==> src/design/ecgfsd_pkg.sv <==
package ecgfsd_pkg;

    localparam int WORD_W   = 24;
    localparam int SAMPLE_W = 16;
    localparam int CNT_W    = 32;
    localparam int KIND_W   = 3;
    localparam int LEAD_W   = 2;
    localparam int CLS_W    = 3;
    localparam int TAG_W    = 3;

    // status word bit positions
    localparam int DATA_READY_BIT = 23;
    localparam int OVERFLOW_BIT   = 22;
    localparam int DC_LEADOFF_BIT = 20;
    localparam int PLL_BIT        = 8;

    // FIFO word layout
    localparam int TAG_LSB    = 3;
    localparam int SAMPLE_LSB = 8;

    localparam int QUEUE_DEPTH_DEF = 2;

    localparam int OUT_DATA_W = 216;

    // result kinds
    localparam logic [KIND_W-1:0] KIND_SAMPLE    = 3'd0;
    localparam logic [KIND_W-1:0] KIND_SKIPPED   = 3'd1;
    localparam logic [KIND_W-1:0] KIND_BURST_END = 3'd2;
    localparam logic [KIND_W-1:0] KIND_OVERFLOW  = 3'd3;
    localparam logic [KIND_W-1:0] KIND_OPENED    = 3'd4;
    localparam logic [KIND_W-1:0] KIND_NO_DATA   = 3'd5;

    // lead states
    localparam logic [LEAD_W-1:0] LEAD_UNKNOWN = 2'd0;
    localparam logic [LEAD_W-1:0] LEAD_ON      = 2'd1;
    localparam logic [LEAD_W-1:0] LEAD_OFF     = 2'd2;

    // FIFO tags
    localparam logic [TAG_W-1:0] TAG_VALID      = 3'd0;
    localparam logic [TAG_W-1:0] TAG_FAST       = 3'd1;
    localparam logic [TAG_W-1:0] TAG_VALID_LAST = 3'd2;
    localparam logic [TAG_W-1:0] TAG_FAST_LAST  = 3'd3;
    localparam logic [TAG_W-1:0] TAG_INVALID_A  = 3'd4;
    localparam logic [TAG_W-1:0] TAG_INVALID_B  = 3'd5;
    localparam logic [TAG_W-1:0] TAG_EMPTY      = 3'd6;
    localparam logic [TAG_W-1:0] TAG_OVERFLOW   = 3'd7;

    // classes the front end sorts FIFO words into
    localparam logic [CLS_W-1:0] CLS_SAMPLE      = 3'd0;
    localparam logic [CLS_W-1:0] CLS_SAMPLE_LAST = 3'd1;
    localparam logic [CLS_W-1:0] CLS_FAST        = 3'd2;
    localparam logic [CLS_W-1:0] CLS_CLOSE       = 3'd3;
    localparam logic [CLS_W-1:0] CLS_EMPTY       = 3'd4;
    localparam logic [CLS_W-1:0] CLS_TAG_OVF     = 3'd5;

    typedef struct packed {
        logic                is_fifo;
        logic                pll;
        logic                ovf;
        logic                drdy;
        logic                pos;
        logic                neg;
        logic                dc;
        logic [CLS_W-1:0]    cls;
        logic [SAMPLE_W-1:0] sample;
    } ecgfsd_op_t;

    typedef struct packed {
        logic valid;
        logic full;
    } ecgfsd_qstat_t;

endpackage

==> src/design/ecgfsd_front.sv <==
module ecgfsd_front
    import ecgfsd_pkg::*;
(
    input  logic                s_tvalid,
    output logic                s_tready,
    input  logic [WORD_W-1:0]   s_tdata,  // word[23:0]
    input  logic                s_tuser,  // command: 0 status, 1 FIFO word
    input  ecgfsd_qstat_t       qstat,
    output logic                push,
    output ecgfsd_op_t          op
);

    logic [TAG_W-1:0] tag;

    assign tag      = s_tdata[TAG_LSB +: TAG_W];
    assign s_tready = !qstat.full;
    assign push     = s_tvalid && !qstat.full;

    always_comb begin
        op.is_fifo = s_tuser;
        op.pll     = s_tdata[PLL_BIT];
        op.ovf     = s_tdata[OVERFLOW_BIT];
        op.drdy    = s_tdata[DATA_READY_BIT];
        op.pos     = s_tdata[3] | s_tdata[2];
        op.neg     = s_tdata[1] | s_tdata[0];
        op.dc      = s_tdata[DC_LEADOFF_BIT];
        // 18-bit sample floor-shifted by 2 is just the top 16 bits
        op.sample  = s_tdata[SAMPLE_LSB +: SAMPLE_W];
        unique case (tag)
            TAG_VALID:      op.cls = CLS_SAMPLE;
            TAG_VALID_LAST: op.cls = CLS_SAMPLE_LAST;
            TAG_FAST:       op.cls = CLS_FAST;
            TAG_EMPTY:      op.cls = CLS_EMPTY;
            TAG_OVERFLOW:   op.cls = CLS_TAG_OVF;
            TAG_FAST_LAST,
            TAG_INVALID_A,
            TAG_INVALID_B:  op.cls = CLS_CLOSE;
            default:        op.cls = CLS_CLOSE;
        endcase
    end

endmodule

==> src/design/ecgfsd_queue.sv <==
module ecgfsd_queue
    import ecgfsd_pkg::*;
#(
    parameter int DEPTH = QUEUE_DEPTH_DEF
) (
    input  logic          aclk,
    input  logic          aresetn,
    input  logic          push,
    input  ecgfsd_op_t    push_op,
    input  logic          pop,
    output ecgfsd_op_t    pop_op,
    output ecgfsd_qstat_t qstat
);

    localparam int PTR_W = (DEPTH > 1) ? $clog2(DEPTH) : 1;
    localparam int CNT_W_Q = $clog2(DEPTH + 1);

    ecgfsd_op_t         slot_reg [DEPTH];
    logic [PTR_W-1:0]   wr_ptr_reg, wr_ptr_next;
    logic [PTR_W-1:0]   rd_ptr_reg, rd_ptr_next;
    logic [CNT_W_Q-1:0] count_reg, count_next;

    assign qstat.valid = (count_reg != '0);
    assign qstat.full  = (count_reg == CNT_W_Q'(DEPTH));
    assign pop_op      = slot_reg[rd_ptr_reg];

    always_comb begin
        wr_ptr_next = wr_ptr_reg;
        rd_ptr_next = rd_ptr_reg;
        count_next  = count_reg;
        if (push) begin
            wr_ptr_next = (wr_ptr_reg == PTR_W'(DEPTH - 1)) ? '0 : wr_ptr_reg + 1'b1;
        end
        if (pop) begin
            rd_ptr_next = (rd_ptr_reg == PTR_W'(DEPTH - 1)) ? '0 : rd_ptr_reg + 1'b1;
        end
        unique case ({push, pop})
            2'b10:   count_next = count_reg + 1'b1;
            2'b01:   count_next = count_reg - 1'b1;
            default: count_next = count_reg;
        endcase
    end

    always_ff @(posedge aclk) begin
        if (!aresetn) begin
            wr_ptr_reg <= '0;
            rd_ptr_reg <= '0;
            count_reg  <= '0;
        end else begin
            wr_ptr_reg <= wr_ptr_next;
            rd_ptr_reg <= rd_ptr_next;
            count_reg  <= count_next;
        end
    end

    always_ff @(posedge aclk) begin
        if (push) begin
            slot_reg[wr_ptr_reg] <= push_op;
        end
    end

endmodule

==> src/design/ecgfsd_back.sv <==
module ecgfsd_back
    import ecgfsd_pkg::*;
(
    input  logic                  aclk,
    input  logic                  aresetn,
    input  ecgfsd_qstat_t         qstat,
    input  ecgfsd_op_t            op,
    output logic                  pop,
    output logic                  m_tvalid,
    input  logic                  m_tready,
    output logic [OUT_DATA_W-1:0] m_tdata,
    output logic [KIND_W-1:0]     m_tuser
);

    logic                burst_reg, burst_next;
    logic                pll_prev_reg, pll_prev_next;
    logic [LEAD_W-1:0]   lead_reg, lead_next;
    logic                pos_reg, pos_next;
    logic                neg_reg, neg_next;
    logic                dc_reg, dc_next;
    logic [CNT_W-1:0]    smp_cnt_reg, smp_cnt_next;
    logic [CNT_W-1:0]    ovf_cnt_reg, ovf_cnt_next;
    logic [CNT_W-1:0]    emp_cnt_reg, emp_cnt_next;
    logic [CNT_W-1:0]    tovf_cnt_reg, tovf_cnt_next;
    logic [CNT_W-1:0]    pll_cnt_reg, pll_cnt_next;
    logic [CNT_W-1:0]    edge_cnt_reg, edge_cnt_next;
    logic [KIND_W-1:0]   kind;
    logic [SAMPLE_W-1:0] sample;
    logic                m_valid_reg;
    logic [OUT_DATA_W-1:0] m_data_reg;
    logic [KIND_W-1:0]   m_user_reg;

    assign pop      = qstat.valid && (!m_valid_reg || m_tready);
    assign m_tvalid = m_valid_reg;
    assign m_tdata  = m_data_reg;
    assign m_tuser  = m_user_reg;

    always_comb begin
        burst_next    = burst_reg;
        pll_prev_next = pll_prev_reg;
        lead_next     = lead_reg;
        pos_next      = pos_reg;
        neg_next      = neg_reg;
        dc_next       = dc_reg;
        smp_cnt_next  = smp_cnt_reg;
        ovf_cnt_next  = ovf_cnt_reg;
        emp_cnt_next  = emp_cnt_reg;
        tovf_cnt_next = tovf_cnt_reg;
        pll_cnt_next  = pll_cnt_reg;
        edge_cnt_next = edge_cnt_reg;
        kind          = KIND_SKIPPED;
        sample        = '0;
        if (!op.is_fifo) begin
            if (op.pll) begin
                pll_cnt_next = pll_cnt_reg + 1'b1;
                if (!pll_prev_reg) begin
                    edge_cnt_next = edge_cnt_reg + 1'b1;
                end
            end
            pll_prev_next = op.pll;
            pos_next      = op.pos;
            neg_next      = op.neg;
            dc_next       = op.dc;
            lead_next     = (op.pos || op.neg || op.dc) ? LEAD_OFF : LEAD_ON;
            priority if (op.ovf) begin
                ovf_cnt_next = ovf_cnt_reg + 1'b1;
                burst_next   = 1'b0;
                kind         = KIND_OVERFLOW;
            end else if (op.drdy) begin
                burst_next = 1'b1;
                kind       = KIND_OPENED;
            end else begin
                burst_next = 1'b0;
                kind       = KIND_NO_DATA;
            end
        end else if (burst_reg) begin
            unique case (op.cls)
                CLS_SAMPLE, CLS_SAMPLE_LAST: begin
                    sample       = op.sample;
                    smp_cnt_next = smp_cnt_reg + 1'b1;
                    kind         = KIND_SAMPLE;
                    if (op.cls == CLS_SAMPLE_LAST) begin
                        burst_next = 1'b0;
                    end
                end
                CLS_FAST: begin
                    kind = KIND_SKIPPED;
                end
                CLS_EMPTY: begin
                    emp_cnt_next = emp_cnt_reg + 1'b1;
                    burst_next   = 1'b0;
                    kind         = KIND_BURST_END;
                end
                CLS_TAG_OVF: begin
                    tovf_cnt_next = tovf_cnt_reg + 1'b1;
                    ovf_cnt_next  = ovf_cnt_reg + 1'b1;
                    burst_next    = 1'b0;
                    kind          = KIND_OVERFLOW;
                end
                default: begin
                    burst_next = 1'b0;
                    kind       = KIND_BURST_END;
                end
            endcase
        end
    end

    always_ff @(posedge aclk) begin
        if (!aresetn) begin
            burst_reg    <= 1'b0;
            pll_prev_reg <= 1'b0;
            lead_reg     <= LEAD_UNKNOWN;
            pos_reg      <= 1'b0;
            neg_reg      <= 1'b0;
            dc_reg       <= 1'b0;
            smp_cnt_reg  <= '0;
            ovf_cnt_reg  <= '0;
            emp_cnt_reg  <= '0;
            tovf_cnt_reg <= '0;
            pll_cnt_reg  <= '0;
            edge_cnt_reg <= '0;
            m_valid_reg  <= 1'b0;
        end else begin
            if (pop) begin
                burst_reg    <= burst_next;
                pll_prev_reg <= pll_prev_next;
                lead_reg     <= lead_next;
                pos_reg      <= pos_next;
                neg_reg      <= neg_next;
                dc_reg       <= dc_next;
                smp_cnt_reg  <= smp_cnt_next;
                ovf_cnt_reg  <= ovf_cnt_next;
                emp_cnt_reg  <= emp_cnt_next;
                tovf_cnt_reg <= tovf_cnt_next;
                pll_cnt_reg  <= pll_cnt_next;
                edge_cnt_reg <= edge_cnt_next;
                m_valid_reg  <= 1'b1;
            end else if (m_tready) begin
                m_valid_reg <= 1'b0;
            end
        end
    end

    // top three bits of m_tdata are byte padding
    always_ff @(posedge aclk) begin
        if (pop) begin
            m_data_reg <= {3'b000, edge_cnt_next, pll_cnt_next, tovf_cnt_next, emp_cnt_next,
                           ovf_cnt_next, smp_cnt_next, dc_next, neg_next, pos_next,
                           lead_next, sample};
            m_user_reg <= kind;
        end
    end

endmodule

==> src/design/ecg_fifo_status_decoder_unit.sv <==
// Decodes the word stream of an ECG front end: status words (s_tuser = 0) update the
// PLL-unlock counters and lead-off flags and open or close a FIFO burst; FIFO words
// (s_tuser = 1) are decoded by their tag while a burst is open. Every accepted word
// yields exactly one result transaction: the result kind on m_tuser, the sample, lead
// state, lead-off flags and all running totals on m_tdata. One word per clock is
// sustained while m_tready is high; m_tvalid rises once the word has passed queue and
// output register. A small queue between the input decode and the state update absorbs
// output stalls, so s_tready drops only once QUEUE_DEPTH words wait behind a held result.
module ecg_fifo_status_decoder_unit
    import ecgfsd_pkg::*;
#(
    parameter int QUEUE_DEPTH = QUEUE_DEPTH_DEF
) (
    input  logic                  aclk,
    input  logic                  aresetn,
    input  logic                  s_tvalid,
    output logic                  s_tready,
    input  logic [WORD_W-1:0]     s_tdata,   // word[23:0]
    input  logic                  s_tuser,   // command
    output logic                  m_tvalid,
    input  logic                  m_tready,
    // sample[15:0], lead_state[17:16], pos_lead_off[18], neg_lead_off[19],
    // dc_lead_off[20], sample_total[52:21], overflow_total[84:53],
    // empty_total[116:85], tag_overflow_total[148:117], pll_seen_total[180:149],
    // pll_edge_total[212:181], zero padding[215:213]
    output logic [OUT_DATA_W-1:0] m_tdata,
    output logic [KIND_W-1:0]     m_tuser    // kind[2:0]
);

    ecgfsd_qstat_t qstat;
    ecgfsd_op_t    push_op;
    ecgfsd_op_t    pop_op;
    logic          push;
    logic          pop;

    ecgfsd_front u_front (
        .s_tvalid (s_tvalid),
        .s_tready (s_tready),
        .s_tdata  (s_tdata),
        .s_tuser  (s_tuser),
        .qstat    (qstat),
        .push     (push),
        .op       (push_op)
    );

    ecgfsd_queue #(
        .DEPTH (QUEUE_DEPTH)
    ) u_queue (
        .aclk    (aclk),
        .aresetn (aresetn),
        .push    (push),
        .push_op (push_op),
        .pop     (pop),
        .pop_op  (pop_op),
        .qstat   (qstat)
    );

    ecgfsd_back u_back (
        .aclk     (aclk),
        .aresetn  (aresetn),
        .qstat    (qstat),
        .op       (pop_op),
        .pop      (pop),
        .m_tvalid (m_tvalid),
        .m_tready (m_tready),
        .m_tdata  (m_tdata),
        .m_tuser  (m_tuser)
    );

endmodule

==> config.mk <==
export PLATFORM = sky130hd
export DESIGN_NAME = ecg_fifo_status_decoder_unit
export DESIGN_NICKNAME = d
export VERILOG_FILES = /design/src/design/ecgfsd_pkg.sv /design/src/design/ecgfsd_front.sv /design/src/design/ecgfsd_queue.sv /design/src/design/ecgfsd_back.sv /design/src/design/ecg_fifo_status_decoder_unit.sv
export SDC_FILE = /design/constraint.sdc
export NUM_CORES = 1
export LEC_CHECK = 0
export BUFFER_PORTS_ARGS = -buffer_cell sky130_fd_sc_hd__buf_2
export CAP_MARGIN = 10
export CORE_ASPECT_RATIO = 1.25
export CORE_MARGIN = 5
export CORE_UTILIZATION = 52
export CTS_CLUSTER_SIZE = 20
export DETAILED_ROUTE_END_ITERATION = 10
export PLACE_DENSITY = 0.72
export SLEW_MARGIN = 20
export SYNTH_ARGS = -nofsm -noshare
export SYNTH_HDL_FRONTEND = slang
export SYNTH_SLANG_ARGS = --single-unit
==> constraint.sdc <==
create_clock -name aclk -period 11.1 [get_ports aclk]
set_input_delay 0.555 -clock aclk [delete_from_list [all_inputs] [get_ports aclk]]
set_output_delay 0.555 -clock aclk [all_outputs]
set_load 0.005 [all_outputs]
==> results of run 1 <==
==> final cells by class <==
type	instances	area share [%]
inverter	24	0.425
antenna	1	0.0104
multi-input combinational	1358	35.4
timing repair buffer	261	5.59
clock inverter	25	1.52
tap	504	2.61
sequential	465	49.3
clock buffer	61	5.08
==> report_power, final <==
group | switching [mW] | leakage (nW) | total, mW | internal (mW)
clock | 0.658 | 0.764 | 1.63 | 0.974
combinational | 0.564 | 3.86 | 0.858 | 0.294
sequential | 0.117 | 4.18 | 2.41 | 2.29
total | 1.34 | 8.80 | 4.90 | 3.56
==> stage by stage <==
stage,hold slack [ns],setup WS [ns]
floorplan,0.437,5.81
global placement,0.444,6.59
detailed placement,0.449,6.53
CTS,0.147,6.76
global route,0.158,6.55
finish,0.183,6.94
==> final timing paths <==
path                      startpoint                       to  slack (ns)  depth (start not counted)
setup / recovery     u_back.m_tvalid  u_back.tovf_cnt_reg[27]        6.94                          9
hold / removal           s_tdata[13]   u_queue.slot_reg[1][5]        0.18                          1
setup reg to reg     u_back.m_tvalid  u_back.tovf_cnt_reg[27]        6.94                          9
hold reg to reg   u_back.lead_reg[0]       u_back.lead_reg[0]        0.46                          2
==> cells by family (layout without fill, tap and decap cells) <==
kind of cell / after synthesis / count (layout)
muxes: 38 / 38
adders and majority gates: 7 / 7
buffers and inverters: 141 / 371
AOI/OAI and AO/OA: 231 / 231
other: 1 / 4
and+or+nand+nor: 800 / 800
DFF: 465 / 465
xor gates and xnor gates: 279 / 279
==> routing by layer <==
metal  share of wire, %  GRT usage, %  vias up
li1                   -             -     7462
met1                 40          24.8     7443
met2                 50          34.8      383
met3                6.5          5.09       97
met4                3.2          7.41       12
met5               0.13             0        -
==> worst reg2reg max path: stages (launching register included) <==
cell,delay [ns]
dfxtp_1,0.30
nor2b_1,0.14
buf_4,0.18
or2_4,0.36
inv_8,0.54
buf_4,0.86
buf_4,0.82
nand2_1,0.30
or4_1,0.45
a21oi_1,0.15
==> cell usage in the layout, fill, tap and decap left out, types with 31 or more instances in the layout <==
cell / Yosys / layout
buf_2: 14 / 244
or3_1: 48 / 48
mux2i_1: 33 / 33
xor2_1: 146 / 146
xnor2_1: 133 / 133
nand4_1: 74 / 74
o31ai_1: 31 / 31
clkbuf_16: 0 / 46
nand2_1: 138 / 138
nor2_1: 227 / 226
nand3_1: 78 / 78
o21ai_0: 46 / 46
dfxtp_1: 205 / 204
nor3_1: 55 / 55
a21oi_1: 83 / 83
edfxtp_1: 260 / 260
or4_1: 40 / 40
==> run metrics, run 1 <==
H-tree depth 2; Multi-input gate area approximately 0.0086 mm^2; cell repeated most along the worst path buf_4; Die ar. roughly 0.045 mm^2; Max-slew headroom 27.8%; per-cell routed wire length 17.4 um; Syn Inst Count ~2,000; total power just under 5 mW; setup bufs post-CTS 0; worst endpoint data arrival time about 4.6 ns; Cell Area, Placed 0.0225 mm^2; HP Class in -> reg; critical path class reg -> reg; via/cell ratio approximately 5.7; CTS tree built; CTS hold repair buffers 0; Seq. cell area between 0.01 and 0.015 mm^2; largest family of logic cells by synthesized area simple AND/OR/NAND/NOR gates; max reg flops 213; fin cells 2,699; clk_lat worst skew between 0.5 and 0.6 ns; top-count cell post-synth edfxtp_1; Die Height about 230 um; CP Capture Type flip-flop; adder-cell share of the synthesized area less than 1%; share of layout cells above drive strength 1 ~17%; Commonest cells post-synth 260 x edfxtp_1, 227 x nor2_1, 205 x dfxtp_1, 146 x xor2_1, 138 x nand2_1; WL final between 40 and 50 mm; max-cap violation count 0; Synth Cell Area ~0.021 mm^2; initial core utilization between 50% and 60%; simple-gate share of the synthesized area 19.5%; Leakage a little under 9 nW; Synth Register Bits around 470; Fillers approximately 3,300; FFs w/ async S/R, synth 0%; Worst Path Max Fanout 127; CTS clock-pin slew for the worst setup and hold paths around 0.070 ns; crit-path max cell delay around 0.85 ns; Synth area leader edfxtp_1; Hold Fails Final Rpt 0; grt ovf 0; final instance area 0.0241 mm^2; dpl hpwl 31.6 mm; DRC viols 0; total vias in the final route approximately 15,000; Clock Root Buffer clkbuf_16; fin util 60.3%; vias in the first global route approximately 15,000; Total Negative Setup Slacks 0 ns; Tcrit/Tclk final ~37%; VDD IR-drop max between 0.2 and 0.25 mV; Worst setup SP type flip-flop; Fin Clk Skew between 0.015 and 0.02 ns; site row count 82; Post-synth EDFFs 260; Initial DRT Pass Iterations 5; Port Buffers 244; mux cell area share after synthesis between 1.5 and 2%; WP data required 11.58 ns; largest net degree at the start of global routing around 130; Die Span X between 150 and 200 um; synthesized area per cell ~11 um^2; crit-path leading delay family buffers and inverters; CTS max path bufs 3; area share of the largest cell type after synthesis 37.1%; area delta synth->final 14.8%; Max Fclk 240 MHz; initial antenna violation count 7; placed cell count 2,612; crit path cell chain nor2b_1, buf_4, or2_4, inv_8, buf_4, buf_4, nand2_1, or4_1, a21oi_1; post-synthesis xor/xnor area fraction a little under an eighth; clock sinks around 470; Least-Margin Pin Slew around 1.1 ns; synth unique cells 64; Yosys warnings 0; first-pass GRT wire length ~75 mm; final setup violation count 0; core footprint around 0.04 mm^2; top_reg_cell synth edfxtp_1; min cycle time layout roughly 4.2 ns; register area share after synthesis ~57%; GRT Util Overall approximately a fifth; Max Slew Vio Count 0; DRT antenna net count 0; Compound-Gate Fraction of Synth Area under 10%; fin nets ~2,200; post_cts resized 0; RSZ-0062 raised after global routing false; boundary pin count 250; DRT iter0 DRCs ~750; TritonCTS buffer count between 40 and 50; Slowest cell on crit path buf_4; crit path buf inv count 4; P per Cell Area 203 mW/mm^2; Synth area leaders edfxtp_1 37%, dfxtp_1 20%, xor2_1 6.1%; Routability Congestion between 0.8 and 0.9; status finished, final reports clean
No activity file was read; power rests on OpenSTA's default activity.
==> run 2: changes to the inputs <==
--- a/config.mk
+++ b/config.mk
@@ -12,7 +12,7 @@
 export CORE_UTILIZATION = 52
 export CTS_CLUSTER_SIZE = 20
 export DETAILED_ROUTE_END_ITERATION = 10
-export PLACE_DENSITY = 0.72
+export PLACE_DENSITY = 0.75
 export SLEW_MARGIN = 20
 export SYNTH_ARGS = -nofsm -noshare
 export SYNTH_HDL_FRONTEND = slang
==> constraint.sdc (replaced) <==
create_clock -name aclk -period 3.46 [get_ports aclk]
set_input_delay 0.173 -clock aclk [delete_from_list [all_inputs] [get_ports aclk]]
set_output_delay 0.173 -clock aclk [all_outputs]
set_load 0.005 [all_outputs]
==> run 2 against run 1 <==
Effect of this change:
- setup slack got worse by 6.4 ns
- first-iteration DRC count is 34% higher
- global-route usage rose by 0.49 points
- final area is 1.8% higher
- sequential cell count is the same
- count of clock-buffer cells in the layout did not move
- non-clock buffer count rose by 41
- sequential share of layout area is 0.86 points lower
- clock skew shrank 0.0042 ns
- sequential power grew to 3.2 times the previous value
- critical path type unchanged
- largest cell class unchanged
==> run metrics, run 2 (synthesized netlist as in run 1, its figures left out) <==
via/cell ratio 5.70; worst reg2reg setup slack 0.51 ns; DRT iter0 DRCs roughly 1,000; RSZ-0062 raised after global routing false; worst endpoint data arrival time 3.44 ns; fin cells approximately 2,700; initial antenna violation count 4; boundary pin count 250; CTS tree built; fin util a little over 60%; Hold Crit Start s_tvalid; most common library cell in the layout ignoring fill and taps edfxtp_1; Leakage around 9.0 nW; initial core utilization 52.6%; Fin Clk Skew between 0.01 and 0.015 ns; total power around 16 mW; final instance area approximately 0.025 mm^2; total vias in the final route between 15,000 and 20,000; DRC viols 0; worst flop-to-flop path endpoint u_back.tovf_cnt_reg[23]; Slowest cell on crit path o211a_1; crit path buf inv count 0; Die ar. 0.0446 mm^2; dpl hpwl between 30 and 40 mm; WL final roughly 48 mm; Worst setup SP type flip-flop; final setup violation count 0; Crit. path cell count 5; max-cap violation count 0; CP Capture Type flip-flop; clock sinks around 470; DRT antenna net count 0; HP Class in -> reg; Least-Margin Pin Slew 1.00 ns; worst slack, placed 0.508 ns; min cycle time layout 2.95 ns; worst hold slack between 0.05 and 0.06 ns; site row count 82; Total Negative Setup Slacks 0 ns; VDD IR-drop max just over 0.5 mV; smallest setup slack after layout between 0.5 and 0.6 ns; Max-slew headroom between 30 and 40%; commonest cells after routing, fill and taps aside 260 x edfxtp_1, 244 x buf_2, 226 x nor2_1, 204 x dfxtp_1, 146 x xor2_1; TritonCTS buffer count 46; Max Fclk around 340 MHz; share of layout cells above drive strength 1 between 15 and 20%; GRT Util Overall 20.8%; critical path class reg -> reg; Initial DRT Pass Iterations 7; Cell Area, Placed approximately 0.023 mm^2; vias in the first global route ~15,000; Reg2Reg Depth 5; area delta synth->final 16.9%; largest net degree at the start of global routing between 100 and 150; status finished, final reports clean; core footprint around 0.040 mm^2; per-cell routed wire length between 15 and 20 um; CTS max path bufs 3; WP data required ~4 ns; placed cell count 2,629; Routability Congestion a little under 0.9; Worst Path Max Fanout 21; worst setup path end u_back.tovf_cnt_reg[23]; CTS clock-pin slew for the worst setup and hold paths ~0.06 ns; Die Span X ~190 um; crit-path leading delay family simple AND/OR/NAND/NOR gates; setup bufs post-CTS 0; Port Buffers roughly 240; P per Cell Area 648 mW/mm^2; Die Height around 230 um; fin nets around 2,200; H-tree depth 2; crit path cell chain mux2_2, o211a_1, nand4_1, or4_1, a21oi_1; first-pass GRT wire length a little under 80 mm; clk_lat worst skew 0.55 ns; max reg flops 213; Tcrit/Tclk final a little under nine tenths; crit-path max cell delay ~0.62 ns; Max Slew Vio Count 0; Clock Root Buffer clkbuf_16; grt ovf 0; Hold Fails Final Rpt 0
run 2: cell count changes in the layout (fill, tap and decap cells not counted), moves of 3 or more:
| cell | delta |
|---|---|
| dlygate4sd3_1 | +24 |
| clkinv_4 | -3 |
| clkinv_1 | +4 |
| buf_4 | +16 |
| clkbuf_1 | -6 |
| inv_6 | -3 |
| clkbuf_16 | +4 |
| clkinv_2 | +3 |
run 2: worst min-delay path by stage:
stage | to | slack, ns | cells past startpoint
after floorplan | u_queue.slot_reg[0][10] | 0.27 | 0
after global placement | u_queue.slot_reg[1][10] | 0.36 | 1
after detailed placement | u_queue.slot_reg[1][2] | 0.36 | 1
after CTS | u_queue.wr_ptr_reg | 0.02 | 4
after global routing | u_queue.slot_reg[1][16] | 0.05 | 3
final | u_queue.wr_ptr_reg | 0.05 | 4
run 2: routing by layer:
| layer | routed length (um) | vias to the layer above | global-route usage, % |
|---|---|---|---|
| met5 | 13 | - | 0 |
| met4 | 1090 | 2 | 5.90 |
| met3 | 3250 | 76 | 5.17 |
| met2 | 24600 | 453 | 36.7 |
| met1 | 19300 | 7552 | 25.2 |
| li1 | - | 7555 | - |
run 2: final cells by class:
cell class	count	area [um^2]
antenna	3	7.51
clock buffer	61	1330
clock inverter	25	308
fill	3244	15400
inverter	24	103
multi-input combinational	1358	8550
sequential	465	11900
tap	504	631
timing repair buffer	302	1730
run 2: worst register-to-register path, stage by stage, from the launching register on:
cell     delay, ns
dfxtp_2       0.57
mux2_2        0.42
o211a_1       0.62
nand4_1       0.52
or4_1         0.61
a21oi_1       0.15
run 2: where the power goes:
part	internal (mW)	switching, mW
combinational	1.01	1.83
sequential	7.33	0.412
clock	3.24	2.11
run 2: timing repair:
item / 4_1_cts / 5_1_grt
setup endpoints to repair: 0 / 0
hold buffers: 24 / 0
hold endpoints to repair: 42 / 0
gates resized for setup: 0 / 0
